## config.mk

```make
export PLATFORM = sky130hd
export DESIGN_NAME = zero_export_limit_regulator_core
export DESIGN_NICKNAME = d
export VERILOG_FILES = /design/src/rtl/zelr_pkg.sv /design/src/rtl/zero_export_limit_regulator_core.sv /design/src/rtl/zelr_front.sv /design/src/rtl/zelr_queue.sv /design/src/rtl/zelr_div.sv /design/src/rtl/zelr_back.sv
export SDC_FILE = /design/constraint.sdc
export NUM_CORES = 2
export LEC_CHECK = 0
export BUFFER_PORTS_ARGS = -buffer_cell sky130_fd_sc_hd__buf_2
export CORE_MARGIN = 5
export CORE_UTILIZATION = 42
export DETAILED_ROUTE_END_ITERATION = 10
export SLEW_MARGIN = 20
export SYNTH_ARGS = -nofsm -noshare
export SYNTH_HDL_FRONTEND = slang
export SYNTH_SLANG_ARGS = --single-unit
export TNS_END_PERCENT = 30
```

## constraint.sdc

```tcl
create_clock -name clk -period 10.5 [get_ports clk]
set_input_delay 0.525 -clock clk [delete_from_list [all_inputs] [get_ports clk]]
set_output_delay 0.525 -clock clk [all_outputs]
set_load 0.02 [all_outputs]
```

## src/rtl/zelr_pkg.sv

```systemverilog
`timescale 1ns / 1ps
package zelr_pkg;

	localparam int GridW = 16;
	localparam int DtW   = 24;
	localparam int PctW  = 7;
	localparam int MagW  = 17;
	localparam int DvdW  = 48;
	localparam int DvsW  = 26;
	localparam int StepW = 26;
	localparam int FracW = 16;
	localparam int CfgW  = 16;

	localparam logic [PctW-1:0] FullPct = 7'd100;

	typedef enum logic [2:0] {
		REG_ENABLE    = 3'd0,
		REG_MAX_GRID  = 3'd1,
		REG_MINIMUM   = 3'd2,
		REG_HYST      = 3'd3,
		REG_RESET_T   = 3'd4,
		REG_TOTAL_PWR = 3'd5
	} reg_idx_t;

	typedef struct packed {
		logic                    enable;
		logic signed [GridW-1:0] max_grid_w;
		logic [PctW-1:0]         minimum_pct;
		logic [PctW-1:0]         hysteresis_pct;
		logic [15:0]             reset_time_s;
		logic [15:0]             total_max_power_w;
	} cfg_t;

	// one queued word: enable, sign and magnitude of the corrected reading, and elapsed time
	typedef struct packed {
		logic            enable;
		logic            neg;
		logic [MagW-1:0] smag;
		logic [DtW-1:0]  dt;
	} job_t;

	typedef struct packed {
		logic full;
		logic empty;
	} q_stat_t;

endpackage

```

## src/rtl/zero_export_limit_regulator_core.sv

```systemverilog
`timescale 1ns / 1ps
// channel  dir  handshake              word
// in       in   in_valid / in_ready    grid_power_w, elapsed_ms
// out      out  out_valid / out_ready  limit_pct, committed
// cfg      in   cfg_we                 cfg_index, cfg_wdata
//
// Enabled word: queue pop to output register runs one 48-step shared divider
// for the proportional term and, unless that saturates, again for the integral
// increment, plus multiply, reload and finish steps; before the pop it passes
// the front register and the queue. Disabled word: pop goes straight to finish.
// Reset clears the configuration to defaults and both held limits to zero.
// A two-entry queue lets input keep flowing while the back end or out stalls.
module zero_export_limit_regulator_core import zelr_pkg::*; (
	input  logic                    clk,
	input  logic                    arst_n,
	input  logic                    in_valid,
	output logic                    in_ready,
	input  logic signed [GridW-1:0] grid_power_w,
	input  logic [DtW-1:0]          elapsed_ms,
	output logic                    out_valid,
	input  logic                    out_ready,
	output logic [PctW-1:0]         limit_pct,
	output logic                    committed,
	input  logic                    cfg_we,
	input  logic [2:0]              cfg_index,
	input  logic [CfgW-1:0]         cfg_wdata
);

	cfg_t    cfg_q;
	logic    push_valid;
	logic    push_ready;
	job_t    push_job;
	logic    pop_valid;
	logic    pop_ready;
	job_t    pop_job;
	q_stat_t qstat;

	always_ff @(posedge clk or negedge arst_n) begin
		if (!arst_n) begin
			cfg_q.enable            <= 1'b0;
			cfg_q.max_grid_w        <= '0;
			cfg_q.minimum_pct       <= 7'd10;
			cfg_q.hysteresis_pct    <= '0;
			cfg_q.reset_time_s      <= 16'd1;
			cfg_q.total_max_power_w <= 16'd1;
		end else if (cfg_we) begin
			case (reg_idx_t'(cfg_index))
				REG_ENABLE:    cfg_q.enable            <= cfg_wdata[0];
				REG_MAX_GRID:  cfg_q.max_grid_w        <= cfg_wdata;
				REG_MINIMUM:   cfg_q.minimum_pct       <= cfg_wdata[PctW-1:0];
				REG_HYST:      cfg_q.hysteresis_pct    <= cfg_wdata[PctW-1:0];
				REG_RESET_T:   cfg_q.reset_time_s      <= cfg_wdata;
				REG_TOTAL_PWR: cfg_q.total_max_power_w <= cfg_wdata;
				default: ;
			endcase
		end
	end

	zelr_front u_front (
		.clk          (clk),
		.arst_n       (arst_n),
		.in_valid     (in_valid),
		.in_ready     (in_ready),
		.grid_power_w (grid_power_w),
		.elapsed_ms   (elapsed_ms),
		.cfg          (cfg_q),
		.push_valid   (push_valid),
		.push_ready   (push_ready),
		.push_job     (push_job)
	);

	zelr_queue u_queue (
		.clk        (clk),
		.arst_n     (arst_n),
		.push_valid (push_valid),
		.push_ready (push_ready),
		.push_job   (push_job),
		.pop_valid  (pop_valid),
		.pop_ready  (pop_ready),
		.pop_job    (pop_job),
		.stat       (qstat)
	);

	zelr_back u_back (
		.clk       (clk),
		.arst_n    (arst_n),
		.cfg       (cfg_q),
		.job_valid (pop_valid),
		.job_ready (pop_ready),
		.job       (pop_job),
		.out_valid (out_valid),
		.out_ready (out_ready),
		.limit_pct (limit_pct),
		.committed (committed)
	);

	a_q_sane: assert property (@(posedge clk) disable iff (!arst_n)
		!(qstat.full && qstat.empty))
		else $error("queue full and empty at once");

	a_limit_range: assert property (@(posedge clk) disable iff (!arst_n)
		out_valid |-> (limit_pct <= FullPct || limit_pct == cfg_q.minimum_pct))
		else $error("limit outside clamp range");

	a_full_stall: assert property (@(posedge clk) disable iff (!arst_n)
		qstat.full && !pop_ready |=> !push_ready)
		else $error("queue accepted a word while full");

	a_out_hold: assert property (@(posedge clk) disable iff (!arst_n)
		out_valid && !out_ready |=> out_valid && $stable(limit_pct))
		else $error("result dropped under stall");

endmodule

```

## src/rtl/zelr_front.sv

```systemverilog
`timescale 1ns / 1ps
module zelr_front import zelr_pkg::*; (
	input  logic                    clk,
	input  logic                    arst_n,
	input  logic                    in_valid,
	output logic                    in_ready,
	input  logic signed [GridW-1:0] grid_power_w,
	input  logic [DtW-1:0]          elapsed_ms,
	input  cfg_t                    cfg,
	output logic                    push_valid,
	input  logic                    push_ready,
	output job_t                    push_job
);

	logic            v_s1;
	job_t            job_s1;
	job_t            job_d;
	logic signed [MagW-1:0] s;

	assign s = $signed({grid_power_w[GridW-1], grid_power_w})
		+ $signed({cfg.max_grid_w[GridW-1], cfg.max_grid_w});

	always_comb begin
		job_d.enable = cfg.enable;
		job_d.neg    = s[MagW-1];
		job_d.smag   = s[MagW-1] ? MagW'(-s) : MagW'(s);
		job_d.dt     = elapsed_ms;
	end

	assign in_ready   = !v_s1 || push_ready;
	assign push_valid = v_s1;
	assign push_job   = job_s1;

	always_ff @(posedge clk or negedge arst_n) begin
		if (!arst_n) begin
			v_s1 <= 1'b0;
		end else if (in_ready) begin
			v_s1 <= in_valid;
		end
	end

	always_ff @(posedge clk) begin
		if (in_valid && in_ready) begin
			job_s1 <= job_d;
		end
	end

endmodule

```

## src/rtl/zelr_queue.sv

```systemverilog
`timescale 1ns / 1ps
module zelr_queue import zelr_pkg::*; (
	input  logic    clk,
	input  logic    arst_n,
	input  logic    push_valid,
	output logic    push_ready,
	input  job_t    push_job,
	output logic    pop_valid,
	input  logic    pop_ready,
	output job_t    pop_job,
	output q_stat_t stat
);

	job_t       mem [2];
	logic       wr_q;
	logic       rd_q;
	logic [1:0] cnt_q;
	logic       push;
	logic       pop;

	assign stat.full  = cnt_q == 2'd2;
	assign stat.empty = cnt_q == 2'd0;
	assign push_ready = !stat.full;
	assign pop_valid  = !stat.empty;
	assign pop_job    = mem[rd_q];
	assign push       = push_valid && push_ready;
	assign pop        = pop_valid && pop_ready;

	always_ff @(posedge clk or negedge arst_n) begin
		if (!arst_n) begin
			wr_q  <= 1'b0;
			rd_q  <= 1'b0;
			cnt_q <= 2'd0;
		end else begin
			if (push) wr_q <= !wr_q;
			if (pop) rd_q <= !rd_q;
			if (push && !pop) cnt_q <= cnt_q + 2'd1;
			else if (pop && !push) cnt_q <= cnt_q - 2'd1;
		end
	end

	always_ff @(posedge clk) begin
		if (push) begin
			mem[wr_q] <= push_job;
		end
	end

endmodule

```

## src/rtl/zelr_div.sv

```systemverilog
`timescale 1ns / 1ps
module zelr_div import zelr_pkg::*; (
	input  logic            clk,
	input  logic            arst_n,
	input  logic            start,
	input  logic [DvdW-1:0] dividend,
	input  logic [DvsW-1:0] divisor,
	output logic            done,
	output logic [DvdW-1:0] quot
);

	localparam int CntW = $clog2(DvdW);

	logic            busy_q;
	logic            done_q;
	logic [CntW-1:0] cnt_q;
	logic [DvdW-1:0] dvd_q;
	logic [DvsW-1:0] rem_q;
	logic [DvsW-1:0] dvs_q;
	logic [DvsW:0]   t;
	logic [DvsW:0]   diff;
	logic            ge;

	// restoring division, one quotient bit per cycle
	assign t    = {rem_q, dvd_q[DvdW-1]};
	assign diff = t - {1'b0, dvs_q};
	assign ge   = t >= {1'b0, dvs_q};
	assign done = done_q;
	assign quot = dvd_q;

	always_ff @(posedge clk or negedge arst_n) begin
		if (!arst_n) begin
			busy_q <= 1'b0;
			done_q <= 1'b0;
			cnt_q  <= '0;
		end else begin
			done_q <= 1'b0;
			if (start) begin
				busy_q <= 1'b1;
				cnt_q  <= '0;
			end else if (busy_q) begin
				cnt_q <= cnt_q + 1'b1;
				if (cnt_q == CntW'(DvdW - 1)) begin
					busy_q <= 1'b0;
					done_q <= 1'b1;
				end
			end
		end
	end

	always_ff @(posedge clk) begin
		if (start) begin
			dvd_q <= dividend;
			rem_q <= '0;
			dvs_q <= divisor;
		end else if (busy_q) begin
			rem_q <= ge ? diff[DvsW-1:0] : t[DvsW-1:0];
			dvd_q <= {dvd_q[DvdW-2:0], ge};
		end
	end

endmodule

```

## src/rtl/zelr_back.sv

```systemverilog
`timescale 1ns / 1ps
module zelr_back import zelr_pkg::*; (
	input  logic            clk,
	input  logic            arst_n,
	input  cfg_t            cfg,
	input  logic            job_valid,
	output logic            job_ready,
	input  job_t            job,
	output logic            out_valid,
	input  logic            out_ready,
	output logic [PctW-1:0] limit_pct,
	output logic            committed
);

	typedef enum logic [2:0] {
		S_IDLE,
		S_DIVP,
		S_MUL,
		S_LOAD,
		S_DIVI,
		S_FIN
	} state_t;

	localparam int SumW = StepW + 2;
	localparam int RndW = SumW - FracW;

	state_t           state_q;
	logic             en_q;
	logic             neg_q;
	logic [DtW-1:0]   dt_q;
	logic [23:0]      pmag_q;
	logic [DvdW-1:0]  prod_q;
	logic [StepW-1:0] step_q;
	logic [PctW-1:0]  prev_q;
	logic [PctW-1:0]  comm_q;
	logic             out_valid_q;
	logic [PctW-1:0]  limit_q;
	logic             committed_q;

	logic             div_start;
	logic [DvdW-1:0]  div_dividend;
	logic [DvsW-1:0]  div_divisor;
	logic             div_done;
	logic [DvdW-1:0]  div_quot;
	logic [23:0]      p100;
	logic [DvsW-1:0]  tn1000;

	logic signed [SumW-1:0] base;
	logic signed [SumW-1:0] stepx;
	logic signed [SumW-1:0] sum;
	logic [SumW-1:0]        mag;
	logic [RndW-1:0]        rmag;
	logic signed [RndW:0]   r;
	logic [PctW-1:0]        reg_lim;
	logic [PctW-1:0]        lim_d;
	logic [PctW-1:0]        diff;
	logic                   cm_d;
	logic                   fin_go;

	assign p100   = 24'(job.smag) * 24'd100;
	assign tn1000 = (cfg.reset_time_s == 16'd0) ? DvsW'(1000)
		: DvsW'(cfg.reset_time_s) * DvsW'(1000);

	assign div_start    = (state_q == S_IDLE && job_valid && job.enable)
		|| state_q == S_LOAD;
	assign div_dividend = (state_q == S_IDLE) ? {8'd0, p100, 16'd0} : prod_q;
	assign div_divisor  = (state_q == S_IDLE)
		? ((cfg.total_max_power_w == 16'd0) ? DvsW'(1) : DvsW'(cfg.total_max_power_w))
		: tn1000;

	zelr_div u_div (
		.clk      (clk),
		.arst_n   (arst_n),
		.start    (div_start),
		.dividend (div_dividend),
		.divisor  (div_divisor),
		.done     (div_done),
		.quot     (div_quot)
	);

	assign job_ready = state_q == S_IDLE;

	// round half away from zero, then clamp, then check hysteresis against the committed limit
	always_comb begin
		base  = $signed({5'd0, prev_q, 16'd0});
		stepx = $signed({2'd0, step_q});
		sum   = neg_q ? base - stepx : base + stepx;
		mag   = sum[SumW-1] ? SumW'(-sum) : SumW'(sum);
		rmag  = RndW'((mag + SumW'(32768)) >> FracW);
		r     = sum[SumW-1] ? -$signed({1'b0, rmag}) : $signed({1'b0, rmag});
		if (r > $signed((RndW+1)'(FullPct))) begin
			reg_lim = FullPct;
		end else if (r < $signed((RndW+1)'(cfg.minimum_pct))) begin
			reg_lim = cfg.minimum_pct;
		end else begin
			reg_lim = r[PctW-1:0];
		end
		lim_d = en_q ? reg_lim : FullPct;
		diff  = (lim_d >= comm_q) ? lim_d - comm_q : comm_q - lim_d;
		cm_d  = diff >= cfg.hysteresis_pct;
	end

	assign fin_go    = state_q == S_FIN && (!out_valid_q || out_ready);
	assign out_valid = out_valid_q;
	assign limit_pct = limit_q;
	assign committed = committed_q;

	always_ff @(posedge clk or negedge arst_n) begin
		if (!arst_n) begin
			state_q     <= S_IDLE;
			en_q        <= 1'b0;
			neg_q       <= 1'b0;
			dt_q        <= '0;
			pmag_q      <= '0;
			prod_q      <= '0;
			step_q      <= '0;
			prev_q      <= '0;
			comm_q      <= '0;
			out_valid_q <= 1'b0;
			limit_q     <= '0;
			committed_q <= 1'b0;
		end else begin
			if (out_valid_q && out_ready) out_valid_q <= 1'b0;
			case (state_q)
				S_IDLE: begin
					if (job_valid) begin
						en_q    <= job.enable;
						neg_q   <= job.neg;
						dt_q    <= job.dt;
						state_q <= job.enable ? S_DIVP : S_FIN;
					end
				end
				S_DIVP: begin
					if (div_done) begin
						// saturate: a step this large always clamps
						if (div_quot[DvdW-1:24] != '0) begin
							step_q  <= '1;
							state_q <= S_FIN;
						end else begin
							pmag_q  <= div_quot[23:0];
							state_q <= S_MUL;
						end
					end
				end
				S_MUL: begin
					prod_q  <= DvdW'(pmag_q) * DvdW'(dt_q);
					state_q <= S_LOAD;
				end
				S_LOAD: begin
					state_q <= S_DIVI;
				end
				S_DIVI: begin
					if (div_done) begin
						if (div_quot[DvdW-1:25] != '0) step_q <= '1;
						else step_q <= StepW'(pmag_q) + StepW'(div_quot[24:0]);
						state_q <= S_FIN;
					end
				end
				S_FIN: begin
					if (fin_go) begin
						out_valid_q <= 1'b1;
						limit_q     <= lim_d;
						committed_q <= cm_d;
						if (cm_d) comm_q <= lim_d;
						if (en_q) prev_q <= lim_d;
						state_q     <= S_IDLE;
					end
				end
				default: state_q <= S_IDLE;
			endcase
		end
	end

endmodule

```

==> impl_metrics.tcl <==
set metrics [dict create \
    slew_headroom 0.266 \
    drcViolationCount 0 \
    synthMuxAreaShare 0.0370 \
    cap_viol_max_count 0 \
    cts-htree-levels 2 \
    ant_nets 0 \
    grt_use_total 0.189 \
    wirelength_um 109000 \
    synth_top_area_frac 0.239 \
    synthAdderAreaFrac 0.348 \
    holdCritPathClass "in -> reg" \
    synth_fp_nets 5831 \
    worstPathRequired_ns 11.02 \
    syn_area_um2 46500 \
    period_minus_slack_ns 9.74 \
    worstPathArrival_ns 10.26 \
    grt_max_degree 94 \
    wl_per_cell_um 17.1 \
    internal_power_mw 5.56 \
    drv_slew 0 \
    rows 122 \
    cpPeakStageDelay_ns 0.59 \
    timing.rr.start "u_back.step_q[5]$_DFFE_PN0P_" \
    synth_xor_area_frac 0.0343 \
    gr-total-overflow 0 \
    drtIter0Drc 1796 \
    layout.nets 5842 \
    fin_setup_tns_ns 0 \
    endpoint_kind "flip-flop" \
    power.switching_mw 3.75 \
    worst_pin_slew_ns 1.10 \
    antenna_found_initial 8 \
    fin_hold_ws_ns 0.0791 \
    synth_seq_cells 455 \
    skew_ns 0.0589 \
    synth_top_family_by_area "adder cells" \
    syn_to_final_growth_pct 8.45 \
    p_leak_nw 24.6 \
    ys.flop_type "dfrtp_1" \
    drive_above_1_share 0.0815 \
    synthTopCellsByCount "inv_1, nand2_1, fa_1" \
    slowest_stage "or4_1" \
    yosysTopAreaCell "fa_1" \
    ios 74 \
    grt_pass1_vias 34600 \
    ir_drop_v 0.000353 \
    path_clk_slew_ns 0.07 \
    yosysWarnings 0 \
    clkPwrFrac 0.190 \
    post-dp-hpwl_um 85000 \
    post-route-period-util 0.927 \
    ys_async_sr_fraction 0.497 \
    critPathKind "reg -> reg" \
    core-area_um2 110000 \
    initial_core_util 0.422 \
    p_per_area_nw_per_um2 185 \
    syn_area_per_cell_um2 9.66 \
    crit_path_start "u_back.step_q[5]$_DFFE_PN0P_" \
    grt_pass1_wl_um 181000 \
    vias_per_cell 5.19 \
    clock.fmax_ghz 0.103 \
    synth_most_common_cell "inv_1" \
    swShare 0.403 \
    r2r-end "u_back.comm_q[4]$_DFFE_PN0P_" \
    worstSetupEndpoint "u_back.comm_q[4]$_DFFE_PN0P_" \
    numCtsBuffers 50 \
    synth_cells 4809 \
    ys_types 90 \
    ys_top_cells_by_area "fa_1, edfxtp_1, dfrtp_1, ha_1, inv_1" \
    globalplace.congestion 0.860 \
    synth-compound-area-share 0.0980 \
    r2r_cells 45 \
    rrSetupSlack_ns 0.76 \
    pwr-share-seq 0.296 \
    synth_edf_count 203 \
    chipHeight_um 343 \
    vias 32900 \
    drtPass1Iterations 5 \
    cts_sinks 455 \
    pwr-share-comb 0.515 \
    cp_max_fo 8 \
    die-area_um2 117000 \
    setup_viol 0 \
    finalPower_mw 9.30 \
    clock_tree.buffer_depth 3 \
    clk_latency_ns 0.63 \
    die_x_um 343 \
    status "finished, final reports clean" \
    yosys.area_share.simple 0.139 \
    ys_seq_area_frac 0.264 \
    startpoint_type "flip-flop" \
    cts_tree "done" \
    portBuffers 73 \
    root_buffer "clkbuf_16" \
    hold_viol 0 \
]
layout by cell type (no fill, tap or decap), types with 54 or more instances in the layout:
cell,count
dfrtp_1,221
xor2_1,59
nand3_1,62
xnor2_1,117
edfxtp_1,203
nand2_1,622
inv_1,770
nor2_1,164
mux2_2,85
fa_1,554
a21o_1,54
mux2i_1,73
ha_1,403
and2_1,232
buf_4,92
a21oi_1,203
o21ai_0,218
buf_2,72
worst min path at each step:
stage          cells after the start                             end                            from
3_3_place_gp                       0     u_queue.mem[0][7]$_DFFE_PP_   u_front.push_job[7]$_DFFE_PP_
4_1_cts                            1   u_front.push_job[5]$_DFFE_PP_                   elapsed_ms[5]
6_report                           1   u_front.push_job[4]$_DFFE_PP_                   elapsed_ms[4]
5_1_grt                            1  u_front.push_job[10]$_DFFE_PP_                  elapsed_ms[10]
2_1_floorplan                      0           cfg_q[10]$_DFFE_PN0P_                          arst_n
3_5_place_dp                       0    u_queue.mem[1][10]$_DFFE_PP_  u_front.push_job[10]$_DFFE_PP_
power by group through the flow:
stage | Sequential (mW) | Combinational, mW | Clock, mW
after floorplan | 2.69 | 3.68 | 0
after global placement | 2.77 | 4.72 | 0
after detailed placement | 2.78 | 4.75 | 0
after CTS | 2.75 | 4.81 | 1.81
after global routing | 2.80 | 5.49 | 1.89
final | 2.75 | 4.79 | 1.76
through the flow:
step	instance area (um2)	setup WS, ns	util	std cells
after floorplan	46500	0.552	-	4809
after global placement	48600	0.114	0.441	6251
after detailed placement	48600	0.0653	0.441	6251
after CTS	50300	0.212	0.456	6345
after global routing	50400	-0.0426	0.457	6349
final	50400	0.762	0.457	6351
layer usage:
layer | vias to the layer above | global-route usage | share of wire
li1 | 15700 | - | -
met1 | 16500 | 0.263 | 0.45
met2 | 683 | 0.320 | 0.48
met3 | 143 | 0.0246 | 0.048
met4 | 2 | 0.0388 | 0.021
met5 | - | 0 | 0.000064
layout make-up:
type,instances,area [um2]
clock inverter,28,273
inverter,774,2910
fill,10600,59800
antenna,2,5.00
sequential,455,12300
timing repair buffer,166,1080
multi-input combinational,3373,30600
clock buffer,65,1380
tap,1488,1860
timing repair:
| item | in CTS | in global routing |
|---|---|---|
| endpoints found under the hold margin | 56 | 0 |
| resized for setup | 1 | 13 |
| hold buffers | 1 | 0 |
| endpoints found under the setup margin | 2 | 8 |
| buffers inserted | 0 | 4 |
| pin swaps | 0 | 3 |
state kept, by name, indices dropped and copies added, names as in the netlist, 2 cells and up:
| name | count |
|---|---|
| cfg_q | 63 |
| u_back.comm_q | 7 |
| u_back.dt_q | 24 |
| u_back.limit_pct | 7 |
| u_back.pmag_q | 24 |
| u_back.prev_q | 7 |
| u_back.prod_q | 48 |
| u_back.state_q | 3 |
| u_back.step_q | 26 |
| u_back.u_div.cnt_q | 6 |
| u_back.u_div.dvs_q | 26 |
| u_back.u_div.quot | 48 |
| u_back.u_div.rem_q | 26 |
| u_front.push_job | 43 |
| u_queue.cnt_q | 2 |
| u_queue.mem | 86 |
cell families (layout without fill, tap and decap cells):
logic type / count (synthesis) / count (layout)
other: 0 / 2
XOR/XNOR: 180 / 180
AO/OA/AOI/OAI: 726 / 726
adder cells (fa/ha/maj): 958 / 958
AND/OR/NAND/NOR: 1349 / 1349
multiplexers: 160 / 160
flip-flops: 455 / 455
buffers and inverters: 981 / 1033
critical path: cells and delay by family (launching register included):
family          cells  cell delay [ns]
flops               1             0.38
buf+inv             1             0.18
compound gates     15             2.73
xor+xnor            5             0.78
simple gates       17             3.63
mux                 2             0.49
fa+ha+maj           5             1.41
(Power assumes the default switching activity.)
